===== src/sv/bilinear_gain_schedule_lookup_defines.svh =====
// ----------------------------------------------------------------------------
// Assertion macros for the gain schedule lookup
// Immediate-implication and next-cycle-implication property wrappers.
// ----------------------------------------------------------------------------
`ifndef BILINEAR_GAIN_SCHEDULE_LOOKUP_DEFINES_SVH
`define BILINEAR_GAIN_SCHEDULE_LOOKUP_DEFINES_SVH

// same-cycle implication
`define BGSL_ASSERT_IMPL(lbl, clk, rst, ante, cons) \
   lbl: assert property (@(posedge clk) disable iff (rst) (ante) |-> (cons)) \
      else $error("assertion failed");

// next-cycle implication
`define BGSL_ASSERT_NEXT(lbl, clk, rst, ante, cons) \
   lbl: assert property (@(posedge clk) disable iff (rst) (ante) |=> (cons)) \
      else $error("assertion failed");

`endif


===== src/sv/bgsl_pkg.sv =====
// ----------------------------------------------------------------------------
// bgsl_pkg
// Shared constants, codes and control structs of the gain schedule lookup.
// ----------------------------------------------------------------------------
package bgsl_pkg;

   localparam int MACH_PTS   = 16;
   localparam int ALT_PTS    = 16;
   localparam int NUM_GAINS  = 21;
   localparam int IDX_W      = 4;
   localparam int GSEL_W     = 5;
   localparam int CNT_W      = 5;
   localparam int VAL_W      = 32;
   localparam int FRAC_W     = 17;
   localparam int DIV_STEPS  = 17;
   localparam int TAB_ADDR_W = GSEL_W + 2 * IDX_W;
   localparam int TAB_DEPTH  = NUM_GAINS * ALT_PTS * MACH_PTS;
   localparam int CSR_IDX_W  = 1;

   // register indexes
   localparam logic [CSR_IDX_W-1:0] CSR_MACH_COUNT = 1'b0;
   localparam logic [CSR_IDX_W-1:0] CSR_ALT_COUNT  = 1'b1;

   typedef enum logic [1:0] {
      OP_WR_MACH = 2'd0,
      OP_WR_ALT  = 2'd1,
      OP_WR_GAIN = 2'd2,
      OP_QUERY   = 2'd3
   } op_type;

   typedef enum logic [1:0] {
      MUL_NONE = 2'd0,
      MUL_ROW0 = 2'd1,
      MUL_ROW1 = 2'd2,
      MUL_ALT  = 2'd3
   } mul_op_type;

   typedef struct packed {
      logic              wr_en;
      logic              q_ld;
      logic              axis;      // 0 Mach, 1 altitude
      logic              bp_rd;
      logic [IDX_W-1:0]  bp_addr;
      logic              cap_lo;
      logic              div_ld;
      logic              div_step;
      logic              frac_st;
      logic              tab_rd;
      logic [IDX_W-1:0]  tab_row;
      logic [IDX_W-1:0]  tab_col;
      logic [GSEL_W-1:0] gain;
      logic              cap_en;
      logic [1:0]        cap_idx;
      mul_op_type        mul_op;
      logic              t1_ld;
      logic              t2_ld;
      logic              out_ld;
   } cmd_type;

   typedef struct packed {
      logic bp_gt;
      logic out_free;
   } status_type;

   // breakpoint count in use, clamped to 2..max
   function automatic logic [CNT_W-1:0] eff_count(input logic [CNT_W-1:0] c,
                                                  input logic [CNT_W-1:0] max);
      logic [CNT_W-1:0] r;
      r = c;
      if (c < CNT_W'(2)) r = CNT_W'(2);
      else if (c > max) r = max;
      return r;
   endfunction

endpackage


===== src/sv/bgsl_ctrl.sv =====
// ----------------------------------------------------------------------------
// bgsl_ctrl
// Sequencer: count registers, bracket search, divider passes and the
// per-gain read/multiply schedule.
// ----------------------------------------------------------------------------
module bgsl_ctrl import bgsl_pkg::*; (
   input  logic                 clock,
   input  logic                 reset,
   input  logic                 req_valid,
   input  logic [1:0]           req_op,
   output logic                 req_ready,
   input  logic                 csr_valid,
   input  logic [CSR_IDX_W-1:0] csr_index,
   input  logic [CNT_W-1:0]     csr_data,
   output logic                 csr_ready,
   output cmd_type              cmd,
   input  status_type           status
);

   typedef enum logic [3:0] {
      S_IDLE, S_SCAN_RD, S_SCAN_CMP, S_RD_LO, S_RD_HI, S_PREP, S_DIV, S_FRAC, S_GAIN
   } state_type;

   localparam logic [CNT_W-1:0] STEP_MUL0 = CNT_W'(3);
   localparam logic [CNT_W-1:0] STEP_T1   = CNT_W'(4);
   localparam logic [CNT_W-1:0] STEP_MUL1 = CNT_W'(5);
   localparam logic [CNT_W-1:0] STEP_T2   = CNT_W'(6);
   localparam logic [CNT_W-1:0] STEP_MULA = CNT_W'(7);
   localparam logic [CNT_W-1:0] STEP_OUT  = CNT_W'(8);

   state_type         state_ff;
   logic [CNT_W-1:0]  mach_cnt_ff, alt_cnt_ff;
   logic              axis_ff;
   logic [IDX_W-1:0]  i_ff, kb_ff, ka_ff;
   logic [CNT_W-1:0]  cnt_ff;
   logic [GSEL_W-1:0] g_ff;

   logic [CNT_W-1:0]  n;
   logic [IDX_W-1:0]  k_new, k_cur;
   logic              scan_end;

   assign n = axis_ff ? eff_count(alt_cnt_ff, CNT_W'(ALT_PTS))
                      : eff_count(mach_cnt_ff, CNT_W'(MACH_PTS));
   assign scan_end = status.bp_gt || ({1'b0, i_ff} == n - CNT_W'(2));
   assign k_new = status.bp_gt ? ((i_ff == '0) ? IDX_W'(1) : i_ff)
                               : IDX_W'(n - CNT_W'(1));
   assign k_cur = axis_ff ? ka_ff : kb_ff;

   // state and count registers
   always_ff @(posedge clock) begin
      if (reset) begin
         state_ff    <= S_IDLE;
         mach_cnt_ff <= CNT_W'(MACH_PTS);
         alt_cnt_ff  <= CNT_W'(ALT_PTS);
         axis_ff     <= 1'b0;
         i_ff        <= '0;
         kb_ff       <= '0;
         ka_ff       <= '0;
         cnt_ff      <= '0;
         g_ff        <= '0;
      end else begin
         if (csr_valid) begin
            case (csr_index)
               CSR_MACH_COUNT: mach_cnt_ff <= csr_data;
               CSR_ALT_COUNT:  alt_cnt_ff  <= csr_data;
               default: ;
            endcase
         end
         case (state_ff)
            S_IDLE: begin
               if (req_valid && req_op == OP_QUERY) begin
                  state_ff <= S_SCAN_RD;
                  axis_ff  <= 1'b0;
                  i_ff     <= '0;
               end
            end
            S_SCAN_RD: state_ff <= S_SCAN_CMP;
            S_SCAN_CMP: begin
               if (scan_end) begin
                  if (axis_ff) ka_ff <= k_new;
                  else         kb_ff <= k_new;
                  state_ff <= S_RD_LO;
               end else begin
                  i_ff     <= i_ff + IDX_W'(1);
                  state_ff <= S_SCAN_RD;
               end
            end
            S_RD_LO: state_ff <= S_RD_HI;
            S_RD_HI: state_ff <= S_PREP;
            S_PREP: begin
               cnt_ff   <= '0;
               state_ff <= S_DIV;
            end
            S_DIV: begin
               if (cnt_ff == CNT_W'(DIV_STEPS - 1)) state_ff <= S_FRAC;
               else cnt_ff <= cnt_ff + CNT_W'(1);
            end
            S_FRAC: begin
               if (!axis_ff) begin
                  axis_ff  <= 1'b1;
                  i_ff     <= '0;
                  state_ff <= S_SCAN_RD;
               end else begin
                  g_ff     <= '0;
                  cnt_ff   <= '0;
                  state_ff <= S_GAIN;
               end
            end
            S_GAIN: begin
               if (cnt_ff == STEP_OUT) begin
                  if (status.out_free) begin
                     cnt_ff <= '0;
                     if (g_ff == GSEL_W'(NUM_GAINS - 1)) state_ff <= S_IDLE;
                     else g_ff <= g_ff + GSEL_W'(1);
                  end
               end else begin
                  cnt_ff <= cnt_ff + CNT_W'(1);
               end
            end
            default: state_ff <= S_IDLE;
         endcase
      end
   end

   assign req_ready = (state_ff == S_IDLE);
   assign csr_ready = 1'b1;

   // command decode
   always_comb begin
      cmd         = '0;
      cmd.mul_op  = MUL_NONE;
      cmd.axis    = axis_ff;
      cmd.gain    = g_ff;
      cmd.tab_row = cnt_ff[1] ? ka_ff : ka_ff - IDX_W'(1);
      cmd.tab_col = cnt_ff[0] ? kb_ff : kb_ff - IDX_W'(1);
      cmd.cap_idx = 2'(cnt_ff - CNT_W'(1));
      cmd.bp_addr = i_ff;
      case (state_ff)
         S_IDLE: begin
            cmd.wr_en = req_valid;
            cmd.q_ld  = req_valid && req_op == OP_QUERY;
         end
         S_SCAN_RD: cmd.bp_rd = 1'b1;
         S_RD_LO: begin
            cmd.bp_rd   = 1'b1;
            cmd.bp_addr = k_cur - IDX_W'(1);
         end
         S_RD_HI: begin
            cmd.bp_rd   = 1'b1;
            cmd.bp_addr = k_cur;
            cmd.cap_lo  = 1'b1;
         end
         S_PREP: cmd.div_ld = 1'b1;
         S_DIV:  cmd.div_step = 1'b1;
         S_FRAC: cmd.frac_st = 1'b1;
         S_GAIN: begin
            cmd.tab_rd = cnt_ff < CNT_W'(4);
            cmd.cap_en = cnt_ff >= CNT_W'(1) && cnt_ff <= CNT_W'(4);
            cmd.t1_ld  = cnt_ff == STEP_T1;
            cmd.t2_ld  = cnt_ff == STEP_T2;
            cmd.out_ld = cnt_ff == STEP_OUT && status.out_free;
            if (cnt_ff == STEP_MUL0)      cmd.mul_op = MUL_ROW0;
            else if (cnt_ff == STEP_MUL1) cmd.mul_op = MUL_ROW1;
            else if (cnt_ff == STEP_MULA) cmd.mul_op = MUL_ALT;
         end
         default: ;
      endcase
   end

endmodule


===== config.mk =====
export PLATFORM = sky130hd
export DESIGN_NAME = bgsl_ctrl
export DESIGN_NICKNAME = d
export VERILOG_FILES = /design/src/sv/bilinear_gain_schedule_lookup_defines.svh /design/src/sv/bgsl_pkg.sv /design/src/sv/bgsl_ctrl.sv
export SDC_FILE = /design/constraint.sdc
export NUM_CORES = 1
export LEC_CHECK = 0
export BUFFER_PORTS_ARGS = -buffer_cell sky130_fd_sc_hd__buf_2
export CAP_MARGIN = 20
export CORE_MARGIN = 2
export CORE_UTILIZATION = 60
export DETAILED_ROUTE_END_ITERATION = 10
export PLACE_DENSITY = 0.92
export SYNTH_ARGS = -nofsm -noshare
export SYNTH_HDL_FRONTEND = slang
export SYNTH_SLANG_ARGS = --single-unit

===== constraint.sdc =====
create_clock -name clock -period 4.95 [get_ports clock]
set_clock_uncertainty 0.2 [all_clocks]
set_input_delay 0.495 -clock clock [delete_from_list [all_inputs] [get_ports clock]]
set_output_delay 0.495 -clock clock [all_outputs]
set_load 0.05 [all_outputs]

==> flow_summary_export.csv <==
group,metric,value,unit
hold_path,worstHoldStart,"csr_data[0]",
worst_setup_path,worst_r2r_endpoint,"kb_ff[1]$_SDFFE_PP0P_",
clocking,h-tree-depth,2,
drt,top_layer,"met4",
die,coreArea,0.004000,mm²
die,rows,23,
clocking,cts_max_path_buffers,2,
finish,fin_util,70.63,%
place,dp.cells,388,
yosys,synth-edff-count,0,
yosys,synthTopCellsByCount,"nor2_1 (39), dfxtp_1 (37), nand2_1 (32), inv_1 (18), mux2i_1 (17)",
finish,final_area,0.002825,mm²
yosys,synth_warnings,0,
yosys,ys_async_sr_fraction,0,%
global_routing,grt_pass1_wl,8556,µm
global_routing,grt_overflow_total,0,
worst_setup_path,r2r_cells,7,
global_routing,antenna_found_initial,0,
clocking,numCtsBuffers,5,
finish,final_cells,396,
yosys,synth-xor-area-share,9.023,%
finish,area_growth,12.56,%
die,die_h,68.68,µm
place,place_area,0.002745,mm²
place,place_ws,2.009,ns
worst_setup_path,endpoint_kind,"output port",
drt,wire_per_inst,13.81,µm
yosys,synth_top_family_by_area,"simple AND/OR/NAND/NOR gates",
place,portBuffers,48,
drt,vias,2282,
place,place.gp.congestion,0.8437,
timing,setup_tns,0,ns
worst_setup_path,critPathMaxStageDelay,0.73,ns
worst_setup_path,r2r_slack,2.00,ns
worst_setup_path,timing.rr.start,"axis_ff$_SDFFE_PP0P_",
worst_setup_path,cp.buffers_inverters,1,
finish,final_nets,371,
timing,rsz0062_at_grt,"false",
yosys,synth_fa_ha_area_share,5.982,%
flow_run,cap_viol_max_count,0,
drt,wl_met3,278,µm
outcome,status,"complete, no violations",
worst_setup_path,required,4.26,ns
clocking,cts.clk_slew.worst_paths,0.07,ns
clocking,cts-hold-fix-buffers,0,
clocking,cts_tree,"done",
yosys,syn-num-nets,332,
worst_setup_path,path_delay_family,"flip-flops",
finish,layout-drive-gt1-share,20.23,%
power_and_ir_drop,power.density,254.2,mW/mm²
timing,setup_viol,0,
drt,ant_nets,0,
timing,min_period,2.996,ns
global_routing,grt_pass1_vias,1940,
yosys,synth_cell_types,61,
clocking,post_cts_buffers,0,
power_and_ir_drop,leakage,1.263,nW
timing,fmax,333.7,MHz
yosys,synthMuxAreaShare,8.275,%
yosys,synth_compound_area_share,15.30,%
power_and_ir_drop,ir_drop,0.0001792,V
yosys,postSynthAreaPerCell,8.202,µm²
drt,wl_met2,2686,µm
yosys,synth.area.top_cells,"dfxtp_1 (30%), mux2i_1 (6.8%), ha_1 (6.0%), nor2_1 (5.8%), xnor2_1 (4.9%)",
die,die_w,68.68,µm
yosys,synth-main-ff-cell,"dfxtp_1",
worst_setup_path,cp_slowest_cell,"dfxtp_1",
die,start_util,62.75,%
clocking,cts_resized,0,
worst_setup_path,critPathKind,"flip-flop to output port",
drt,routed_wl,5467,µm
hold_path,hold_depth,3,
global_routing,grt_max_degree,36,
worst_setup_path,arrival,2.30,ns
yosys,synth_most_common_cell,"nor2_1",
die,die_area,0.004716,mm²
drt,wl_met1,2370,µm
die,io_pins,50,
timing,post-route-period-util,60.53,%
yosys,yosysTopAreaCellShare,29.51,%
hold_path,min_path_type,"input port to flip-flop",
yosys,synth-simple-area-share,26.37,%
power_and_ir_drop,p_total,0.7180,mW
timing,whs,0.2489,ns
drt,route.detailed.drc,0,
yosys,syn_inst,306,
yosys,synth-seq-cells,37,
timing,slew_viol_final,0,
drt,dr.pass1.iters,5,
yosys,yosys.area.top_type,"dfxtp_1",
finish,n_fill_cell,332,
timing,worst_pin_slew,0.7584,ns
clocking,clock-sinks,37,
hold_path,hold-path-endpoint,"mach_cnt_ff[0]$_SDFFE_PP0P_",
clocking,clock_latency,0.29,ns
global_routing,grt_usage,24.47,%
drt,viasPerCell,5.763,
worst_setup_path,cp_cell_sequence,"mux2i_1 > ha_1 > xor2_1 > o221ai_1 > buf_2",
place,dp_hpwl,4180,µm
worst_setup_path,worstPathMaxFanout,14,
timing,finalHoldViolCount,0,
timing,slew_headroom,49.01,%
clocking,cts_root_buf,"clkbuf_8",
finish,diodes,0,
yosys,seq_area_frac_synth,29.51,%
timing,setup_ws,1.954,ns
worst_setup_path,start_kind,"flip-flop",
yosys,syn_area,0.002510,mm²
drt,initialDrtViolationCount,114,
flip-flops by register name (all words and copies together), names as in the netlist:
register,cells
kb_ff,4
cnt_ff,5
i_ff,4
ka_ff,4
axis_ff,1
alt_cnt_ff,5
mach_cnt_ff,5
g_ff,5
state_ff,4
report_power, final:
part           total [mW]  internal, mW  leakage [nW]  switching (mW)
Sequential          0.325         0.308         0.300          0.0169
Clock               0.201        0.0999        0.0395           0.101
Combinational       0.192        0.0590         0.923           0.133
Total               0.718         0.467          1.26           0.251
kinds of logic (layout without fill, tap and decap cells):
family,after synthesis,after routing
AOI/OAI and AO/OA,48,48
xor gates and xnor gates,25,25
adders and majority gates,12,12
buffers and inverters,34,74
DFF,37,37
muxes,20,20
other,1,1
and+or+nand+nor,129,129
worst max path at each step:
stage                        startpoint               endpoint  slack (ns)  cells past startpoint
6_report           axis_ff$_SDFFE_PP0P_                cmd[28]        1.95                      5
5_1_grt            axis_ff$_SDFFE_PP0P_                cmd[28]        1.83                      5
4_1_cts            axis_ff$_SDFFE_PP0P_                cmd[28]        1.97                      5
3_5_place_dp       axis_ff$_SDFFE_PP0P_  kb_ff[1]$_SDFFE_PP0P_        2.01                      7
3_3_place_gp       axis_ff$_SDFFE_PP0P_  kb_ff[1]$_SDFFE_PP0P_        2.17                      7
2_1_floorplan  state_ff[3]$_SDFFE_PP0P_                cmd[33]        1.42                      3
cell type report:
type,count,area [µm²],area share (%)
Timing Repair Buffer,48,240.2,8.503
Tap cell,50,62.56,2.214
Inverter,18,67.56,2.391
Clock buffer,8,80.08,2.834
Sequential cell,37,740.7,26.22
Multi-Input combinational cell,235,1634,57.84
worst reg2reg max path, stage by stage, from the launching register on:
cell	delay (ns)
dfxtp_1	0.73
nor2_1	0.28
a22oi_2	0.35
nand2_1	0.17
xnor2_2	0.19
nand4_4	0.19
a211oi_4	0.41
mux2_4	0.33
routing by layer:
metal,global-route usage [%],vias to the layer above
met1,30.06,1059
met3,5.844,16
met4,11.50,0
met2,40.14,63
met5,0,-
li1,-,1144
placed cells by master (no fill, tap or decap), types with 3 or more instances in the layout:
| cell type | instances |
|---|---|
| clkbuf_8 | 5 |
| xor2_1 | 10 |
| nand4_1 | 5 |
| nor4_1 | 5 |
| clkbuf_1 | 3 |
| mux2i_1 | 17 |
| nand3_1 | 9 |
| or3_1 | 3 |
| nor3_1 | 6 |
| dfxtp_1 | 37 |
| xnor2_1 | 14 |
| nand2b_1 | 12 |
| ha_1 | 12 |
| inv_1 | 18 |
| and3_1 | 5 |
| a31oi_1 | 3 |
| o21ai_0 | 3 |
| a21oi_1 | 11 |
| nor2_1 | 39 |
| buf_2 | 48 |
| o221ai_1 | 3 |
| nand2_1 | 32 |
Note: power is estimated with default switching activity, not from simulation.
